### src/rtl/scf_pkg.sv
`default_nettype none
// ----------------------------------------------------------------------------
// scf_pkg
// Types, constants and helper functions shared by the SLIP/CRC16 frame
// encoder modules.
// ----------------------------------------------------------------------------
package scf_pkg;

	localparam int unsigned SLOTS = 8;

	// register indexes on the configuration port
	localparam logic [2:0] REG_END_CODE     = 3'd0;
	localparam logic [2:0] REG_ESCAPE_CODE  = 3'd1;
	localparam logic [2:0] REG_ESC_END_CODE = 3'd2;
	localparam logic [2:0] REG_ESC_ESC_CODE = 3'd3;

	localparam logic [7:0] END_CODE_RST     = 8'hC0;
	localparam logic [7:0] ESCAPE_CODE_RST  = 8'hDB;
	localparam logic [7:0] ESC_END_CODE_RST = 8'hDC;
	localparam logic [7:0] ESC_ESC_CODE_RST = 8'hDD;

	typedef struct packed {
		logic [7:0] end_code;
		logic [7:0] escape_code;
		logic [7:0] escaped_end_code;
		logic [7:0] escaped_escape_code;
	} scf_codes_t;

	// up to eight line bytes, slot 0 in the low byte
	typedef struct packed {
		logic [8*SLOTS-1:0] bytes;
		logic [2:0]         last_idx;
		logic               fend;
	} scf_list_t;

	typedef struct packed {
		logic [15:0] pair;
		logic [1:0]  len;
	} scf_esc_t;

	function automatic scf_esc_t scf_escape(input logic [7:0] b, input scf_codes_t c);
		scf_esc_t r;
		// delimiter test comes first
		if (b == c.end_code) begin
			r.pair = {c.escaped_end_code, c.escape_code};
			r.len  = 2'd2;
		end else if (b == c.escape_code) begin
			r.pair = {c.escaped_escape_code, c.escape_code};
			r.len  = 2'd2;
		end else begin
			r.pair = {8'h00, b};
			r.len  = 2'd1;
		end
		return r;
	endfunction

	// CRC-16/XMODEM, one byte
	function automatic logic [15:0] scf_crc_update(input logic [15:0] crc,
	                                               input logic [7:0] b);
		logic [7:0] t;
		t = crc[15:8] ^ b;
		t = t ^ (t >> 4);
		return {crc[7:0], 8'h00} ^ {t[3:0], 12'h000} ^ {3'b000, t, 5'b00000} ^ {8'h00, t};
	endfunction

endpackage
`default_nettype wire

### src/rtl/scf_expand.sv
`default_nettype none
// ----------------------------------------------------------------------------
// scf_expand
// Builds the full list of line bytes caused by one packet byte, and the
// CRC and frame state that follow it.
// ----------------------------------------------------------------------------
module scf_expand
	import scf_pkg::*;
(
	input  wire scf_codes_t  codes,
	input  wire logic [7:0]  data_byte,
	input  wire logic        last_byte,
	input  wire logic [15:0] crc,
	input  wire logic        in_frame,
	output scf_list_t        list,
	output logic [15:0]      crc_next,
	output logic             inside_next
);

	logic [15:0]        crc_upd;
	scf_esc_t           e_data;
	scf_esc_t           e_hi;
	scf_esc_t           e_lo;
	logic [8*SLOTS-1:0] vec;
	logic [3:0]         ptr;

	assign crc_upd = scf_crc_update(crc, data_byte);
	assign e_data  = scf_escape(data_byte, codes);
	assign e_hi    = scf_escape(crc_upd[15:8], codes);
	assign e_lo    = scf_escape(crc_upd[7:0], codes);

	always_comb begin
		vec = '0;
		ptr = 4'd0;
		if (!in_frame) begin
			vec[7:0] = codes.end_code;
			ptr      = 4'd1;
		end
		vec = vec | ((8*SLOTS)'(e_data.pair) << {ptr, 3'b000});
		ptr = ptr + 4'(e_data.len);
		if (last_byte) begin
			vec = vec | ((8*SLOTS)'(e_hi.pair) << {ptr, 3'b000});
			ptr = ptr + 4'(e_hi.len);
			vec = vec | ((8*SLOTS)'(e_lo.pair) << {ptr, 3'b000});
			ptr = ptr + 4'(e_lo.len);
			vec = vec | ((8*SLOTS)'(codes.end_code) << {ptr, 3'b000});
			ptr = ptr + 4'd1;
		end
		list.bytes    = vec;
		list.last_idx = 3'(ptr - 4'd1);
		list.fend     = last_byte;
	end

	assign crc_next    = last_byte ? 16'h0000 : crc_upd;
	assign inside_next = !last_byte;

endmodule
`default_nettype wire

### src/rtl/scf_emit.sv
`default_nettype none
// ----------------------------------------------------------------------------
// scf_emit
// Holds one expanded byte list and sends it out one line byte per
// transaction. Takes the next list in the cycle the last byte leaves.
// ----------------------------------------------------------------------------
module scf_emit
	import scf_pkg::*;
(
	input  wire logic       clk,
	input  wire logic       arst_n,
	input  wire logic       load,
	input  wire scf_list_t  list,
	output logic            ready,
	output logic            out_valid,
	input  wire logic       out_stall,
	output logic [7:0]      line_byte,
	output logic            run_end,
	output logic            frame_end
);

	scf_list_t  list_q;
	logic [2:0] idx_q;
	logic       busy_q;
	logic       done;

	assign done  = busy_q && !out_stall && run_end;
	assign ready = !busy_q || done;

	always_ff @(posedge clk or negedge arst_n) begin
		if (!arst_n) begin
			busy_q <= 1'b0;
			idx_q  <= 3'd0;
		end else if (load) begin
			busy_q <= 1'b1;
			idx_q  <= 3'd0;
		end else if (done) begin
			busy_q <= 1'b0;
		end else if (busy_q && !out_stall) begin
			idx_q <= idx_q + 3'd1;
		end
	end

	always_ff @(posedge clk) begin
		if (load) begin
			list_q <= list;
		end
	end

	assign out_valid = busy_q;
	assign line_byte = list_q.bytes[{idx_q, 3'b000} +: 8];
	assign run_end   = (idx_q == list_q.last_idx);
	assign frame_end = list_q.fend && run_end;

endmodule
`default_nettype wire

### src/rtl/slip_crc16_frame_encoder_unit.sv
`default_nettype none
// ----------------------------------------------------------------------------
// slip_crc16_frame_encoder_unit
// SLIP framer with a CRC-16/XMODEM trailer, one packet byte per transaction.
// ----------------------------------------------------------------------------
// Input channel (in_valid/in_stall): data_byte plus last_byte on the final
// byte of a packet. Output channel (out_valid/out_stall): one line byte per
// transaction; run_end marks the last byte caused by an input, frame_end the
// closing delimiter.
// An accepted byte lands in the input register; from there its whole
// output list (opening delimiter, escaped byte, escaped CRC and closing
// delimiter as needed) is built and loaded into the output buffer once
// the buffer is ready; the first line byte is then offered from the buffer.
// Throughput is set by the output port: one line byte per cycle while
// out_stall is low; an input produces 1 to 8 line bytes, typically 1 or 2.
// The input register takes a new byte while the buffer still drains.
// A stall on the output holds the current line byte; the input register then
// fills and in_stall rises until the buffer frees up.
// Reset clears the CRC, closes any open frame and restores the standard
// SLIP codes. Write the code registers only while the block is idle.
// ----------------------------------------------------------------------------
module slip_crc16_frame_encoder_unit
	import scf_pkg::*;
(
	input  wire logic       clk,
	input  wire logic       arst_n,
	input  wire logic       cfg_wr_en,
	input  wire logic [2:0] cfg_index,
	input  wire logic [7:0] cfg_data,
	input  wire logic       in_valid,
	output logic            in_stall,
	input  wire logic [7:0] data_byte,
	input  wire logic       last_byte,
	output logic            out_valid,
	input  wire logic       out_stall,
	output logic [7:0]      line_byte,
	output logic            run_end,
	output logic            frame_end
);

	scf_codes_t  codes_q;
	logic [15:0] crc_q;
	logic        inside_q;

	logic        valid_s1;
	logic [7:0]  data_s1;
	logic        last_s1;

	scf_list_t   list;
	logic [15:0] crc_next;
	logic        inside_next;
	logic        emit_ready;
	logic        take_s1;
	logic        in_take;

	always_ff @(posedge clk or negedge arst_n) begin
		if (!arst_n) begin
			codes_q.end_code            <= END_CODE_RST;
			codes_q.escape_code         <= ESCAPE_CODE_RST;
			codes_q.escaped_end_code    <= ESC_END_CODE_RST;
			codes_q.escaped_escape_code <= ESC_ESC_CODE_RST;
		end else if (cfg_wr_en) begin
			case (cfg_index)
				REG_END_CODE:     codes_q.end_code            <= cfg_data;
				REG_ESCAPE_CODE:  codes_q.escape_code         <= cfg_data;
				REG_ESC_END_CODE: codes_q.escaped_end_code    <= cfg_data;
				REG_ESC_ESC_CODE: codes_q.escaped_escape_code <= cfg_data;
				default: ;
			endcase
		end
	end

	assign take_s1  = valid_s1 && emit_ready;
	assign in_stall = valid_s1 && !emit_ready;
	assign in_take  = in_valid && !in_stall;

	always_ff @(posedge clk or negedge arst_n) begin
		if (!arst_n) begin
			valid_s1 <= 1'b0;
		end else if (in_take) begin
			valid_s1 <= 1'b1;
		end else if (take_s1) begin
			valid_s1 <= 1'b0;
		end
	end

	always_ff @(posedge clk) begin
		if (in_take) begin
			data_s1 <= data_byte;
			last_s1 <= last_byte;
		end
	end

	scf_expand u_expand (
		.codes       (codes_q),
		.data_byte   (data_s1),
		.last_byte   (last_s1),
		.crc         (crc_q),
		.in_frame    (inside_q),
		.list        (list),
		.crc_next    (crc_next),
		.inside_next (inside_next)
	);

	// advance CRC and frame state when the list moves to the output buffer
	always_ff @(posedge clk or negedge arst_n) begin
		if (!arst_n) begin
			crc_q    <= 16'h0000;
			inside_q <= 1'b0;
		end else if (take_s1) begin
			crc_q    <= crc_next;
			inside_q <= inside_next;
		end
	end

	scf_emit u_emit (
		.clk       (clk),
		.arst_n    (arst_n),
		.load      (take_s1),
		.list      (list),
		.ready     (emit_ready),
		.out_valid (out_valid),
		.out_stall (out_stall),
		.line_byte (line_byte),
		.run_end   (run_end),
		.frame_end (frame_end)
	);

	a_fend_is_run_end: assert property (@(posedge clk) disable iff (!arst_n)
		out_valid && frame_end |-> run_end)
		else $error("frame_end without run_end");

	a_frame_closes: assert property (@(posedge clk) disable iff (!arst_n)
		take_s1 && last_s1 |=> !inside_q && crc_q == 16'h0000)
		else $error("frame state not cleared after last byte");

	a_run_continues: assert property (@(posedge clk) disable iff (!arst_n)
		out_valid && !out_stall && !run_end |=> out_valid)
		else $error("byte list dropped before its end");

	a_stall_only_full: assert property (@(posedge clk) disable iff (!arst_n)
		in_stall |-> valid_s1 && out_valid)
		else $error("input stalled with room to spare");

endmodule
`default_nettype wire
### config.mk
export PLATFORM = sky130hd
export DESIGN_NAME = slip_crc16_frame_encoder_unit
export DESIGN_NICKNAME = d
export VERILOG_FILES = /design/src/rtl/scf_pkg.sv /design/src/rtl/scf_expand.sv /design/src/rtl/scf_emit.sv /design/src/rtl/slip_crc16_frame_encoder_unit.sv
export SDC_FILE = /design/constraint.sdc
export NUM_CORES = 1
export LEC_CHECK = 0
export BUFFER_PORTS_ARGS = -buffer_cell sky130_fd_sc_hd__buf_4
export CORE_MARGIN = 5
export CORE_UTILIZATION = 35
export CTS_BUF_LIST = sky130_fd_sc_hd__clkbuf_8
export DETAILED_ROUTE_END_ITERATION = 8
export PLACE_DENSITY = 0.48
export SLEW_MARGIN = 10
export SYNTH_ARGS = -nofsm -noshare
export SYNTH_HDL_FRONTEND = slang
export SYNTH_SLANG_ARGS = --single-unit
### constraint.sdc
create_clock -name clk -period 7.3 [get_ports clk]
set_clock_uncertainty 0.05 [all_clocks]
set_input_delay 0.73 -clock clk [delete_from_list [all_inputs] [get_ports clk]]
set_output_delay 0.73 -clock clk [all_outputs]
set_load 0.02 [all_outputs]
==> impl_metrics.json <==
{
  "status": "completed",
  "period_minus_slack_ns": 6.310,
  "maxSlewViolCount": 0,
  "rrSetupSlack_ns": 0.99,
  "crit_path_end_kind": "flop",
  "multi_input_area_sq_mm": 0.005647,
  "crit_fanout": 19,
  "grt_max_degree": 55,
  "post-route-period-util_pct": 86.43,
  "whs_ns": 0.2581,
  "p_total_mw": 6.203,
  "r2r-start": "codes_q[26]",
  "nets": 1043,
  "cts_sinks": 131,
  "antenna_left": 0,
  "fmax_ghz": 0.1585,
  "grt_pass1_vias": 8291,
  "ios": 37,
  "yosysWarnings": 0,
  "layout.cells.non_filler": 1397,
  "cp_data_required_time_ns": 7.61,
  "ir_drop_v": 0.0002582,
  "die_w_microns": 177.1,
  "grt_overflow": 0,
  "slew_headroom_pct": 24.59,
  "async_flop_share_pct": 41.22,
  "insertion_delay_ns": 0.48,
  "post_cts_resized": 0,
  "yosys.cell_types.count": 85,
  "die_h_microns": 177.1,
  "drt_iter0_drc": 1006,
  "finalInstanceArea_sq_mm": 0.01084,
  "area_delta_synth_final_pct": 11.03,
  "syn_avg_cell_area_sq_um": 9.757,
  "tightestPinTransition_ns": 1.128,
  "rsz0062_at_grt": "false",
  "syn_nets": 1038,
  "cap_viol_max_count": 0,
  "cellPowerDensity_mw_per_mm2": 572.0,
  "synth_edf_count": 77,
  "synth_area_leaders": "edfxtp_1 24%, dfrtp_1 9.0%, xnor2_1 5.7%",
  "num_vias": 8666,
  "wl_met3_microns": 3316,
  "timing.rr.end": "u_emit.list_q[29]",
  "grt_pass1_wl_microns": 55780,
  "yosys_register_bits": 131,
  "fin_ws_ns": 0.9904,
  "clock-root-buffer": "clkbuf_8",
  "top_layer": "met5",
  "placed_cells": 1365,
  "antennaDiodeCount": 0,
  "dr.pass1.iters": 5,
  "gp_congestion": 1.031,
  "cp.arrival_ns": 6.62,
  "hold_violations": 0,
  "cts_hold_buf": 0,
  "cts_setup_buffers": 0,
  "reg2reg_depth": 18,
  "cts.path.max_buffers": 2,
  "antenna_found_initial": 1,
  "num_rows": 61,
  "syn_area_sq_mm": 0.009767,
  "dr_wl_met2_microns": 16410,
  "wl_per_cell_microns": 26.77,
  "critPathLaunchType": "flop",
  "path_class": "reg -> reg",
  "seq_area_frac_synth_pct": 37.75,
  "clk_pin_slew_worst_paths_ns": 0.09,
  "regArea_sq_mm": 0.003687,
  "yosysTopAreaCellShare_pct": 23.67,
  "cts_made_buffers": 17,
  "core_area_sq_mm": 0.02771,
  "ys.flop_type": "edfxtp_1",
  "hold_class": "in -> async",
  "dp_hpwl_microns": 27270,
  "finalSetupTns_ns": 0,
  "finish.utilization_pct": 39.14,
  "yosysMostFrequentCell": "nand2_1",
  "grt_usage_pct": 23.84,
  "start_util_pct": 35.25,
  "fillers": 2790,
  "p_leak_nw": 3.848,
  "numPortBuffers": 36,
  "syn_inst": 1001,
  "placed_area_sq_mm": 0.01038,
  "synth_top_area_cell": "edfxtp_1",
  "synthTopCellsByCount": "101 x nand2_1, 77 x edfxtp_1, 66 x nor2_1, 64 x xnor2_1, 61 x o21ai_0",
  "met1Wirelength_microns": 16270,
  "layout-drive-gt1-share_pct": 19.53,
  "drt-vias-per-instance": 6.203,
  "drcViolationCount": 0,
  "place_ws_ns": 1.144,
  "cts_tree": "done",
  "cts_htree_levels": 4,
  "wirelength_microns": 37390,
  "die_area_sq_mm": 0.03135,
  "setup_violations": 0
}
==> worst max-delay path by stage <==
| stage | start | end | slack (ns) | depth (start not counted) |
|---|---|---|---|---|
| after global routing | codes_q[27] | u_emit.list_q[24] | 0.65 | 20 |
| after detailed placement | data_s1[4] | u_emit.list_q[24] | 1.14 | 19 |
| after global placement | codes_q[27] | u_emit.list_q[33] | 1.20 | 17 |
| after floorplan | codes_q[31] | u_emit.list_q[24] | 2.14 | 21 |
| after CTS | data_s1[4] | u_emit.list_q[24] | 1.11 | 19 |
| final | codes_q[26] | u_emit.list_q[29] | 0.99 | 18 |
==> cells by family after synthesis <==
kind of cell | share of synthesized area [%]
buffers and inverters | 4.433
xor gates and xnor gates | 9.339
AOI/OAI and AO/OA | 23.03
and+or+nand+nor | 12.91
DFF | 37.75
adders and majority gates | 1.691
muxes | 10.84
==> area by class of cell <==
cell class | count | share of cell area [%]
well taps | 378 | 4.361
flip-flops and latches | 131 | 34.00
clock inverters | 14 | 1.973
repair buffers | 61 | 4.223
inverters | 30 | 1.085
clock buffers | 18 | 2.285
multi-input cells | 765 | 52.07
==> per-layer routing <==
metal  up-vias  GRT usage (%)
met2       490          36.62
li1       3811              -
met3       114          5.554
met4         2          8.478
met5         -              0
met1      4249          33.00
==> registers in the layout, indices dropped and copies added, names as in the netlist <==
name	count
inside_q	1
crc_q	16
last_s1	1
valid_s1	1
data_s1	8
u_emit.idx_q	3
u_emit.list_q	68
codes_q	32
u_emit.out_valid	1
==> cells in the final DEF (no fill, tap or decap), drive strengths merged, types with 9 or more instances in the layout <==
master,Yosys,final
nand3,15,15
xnor2,70,70
inv,28,31
mux2,38,38
a21oi,45,45
and3,9,9
xor2,11,11
o31ai,10,10
nand2,101,101
ha,10,10
o21ai,66,66
a211oi,14,14
and2,10,10
a31oi,10,10
a221oi,16,16
nor3,34,34
dfrtp,35,35
mux4,16,16
a22o,21,21
mux2i,25,25
clkbuf,58,18
o221ai,12,12
a22oi,23,23
nor2,67,67
edfxtp,77,77
o22a,9,9
buf,17,61
dfstp,19,19
o22ai,35,35
==> power by group <==
group | internal (mW) | switching (mW) | total (mW)
Sequential | 1.09 | 0.284 | 1.38
Clock | 0.416 | 0.339 | 0.755
Combinational | 1.51 | 2.56 | 4.07
==> worst max-delay path: stages (launching register included) <==
cell      delay, ns
dfrtp_1        0.83
xnor2_1        0.19
nand4_1        0.10
nor2_1         0.11
buf_4          0.19
o21bai_1       0.38
inv_1          0.24
ha_1           0.80
ha_1           0.33
fa_1           0.60
ha_1           0.38
a21oi_1        0.06
or3_1          0.30
a21oi_1        0.20
mux2i_1        0.19
nor2_1         0.83
nand2_1        0.12
o221ai_1       0.12
o21a_1         0.17
Note: power is estimated with default switching activity, not from simulation.
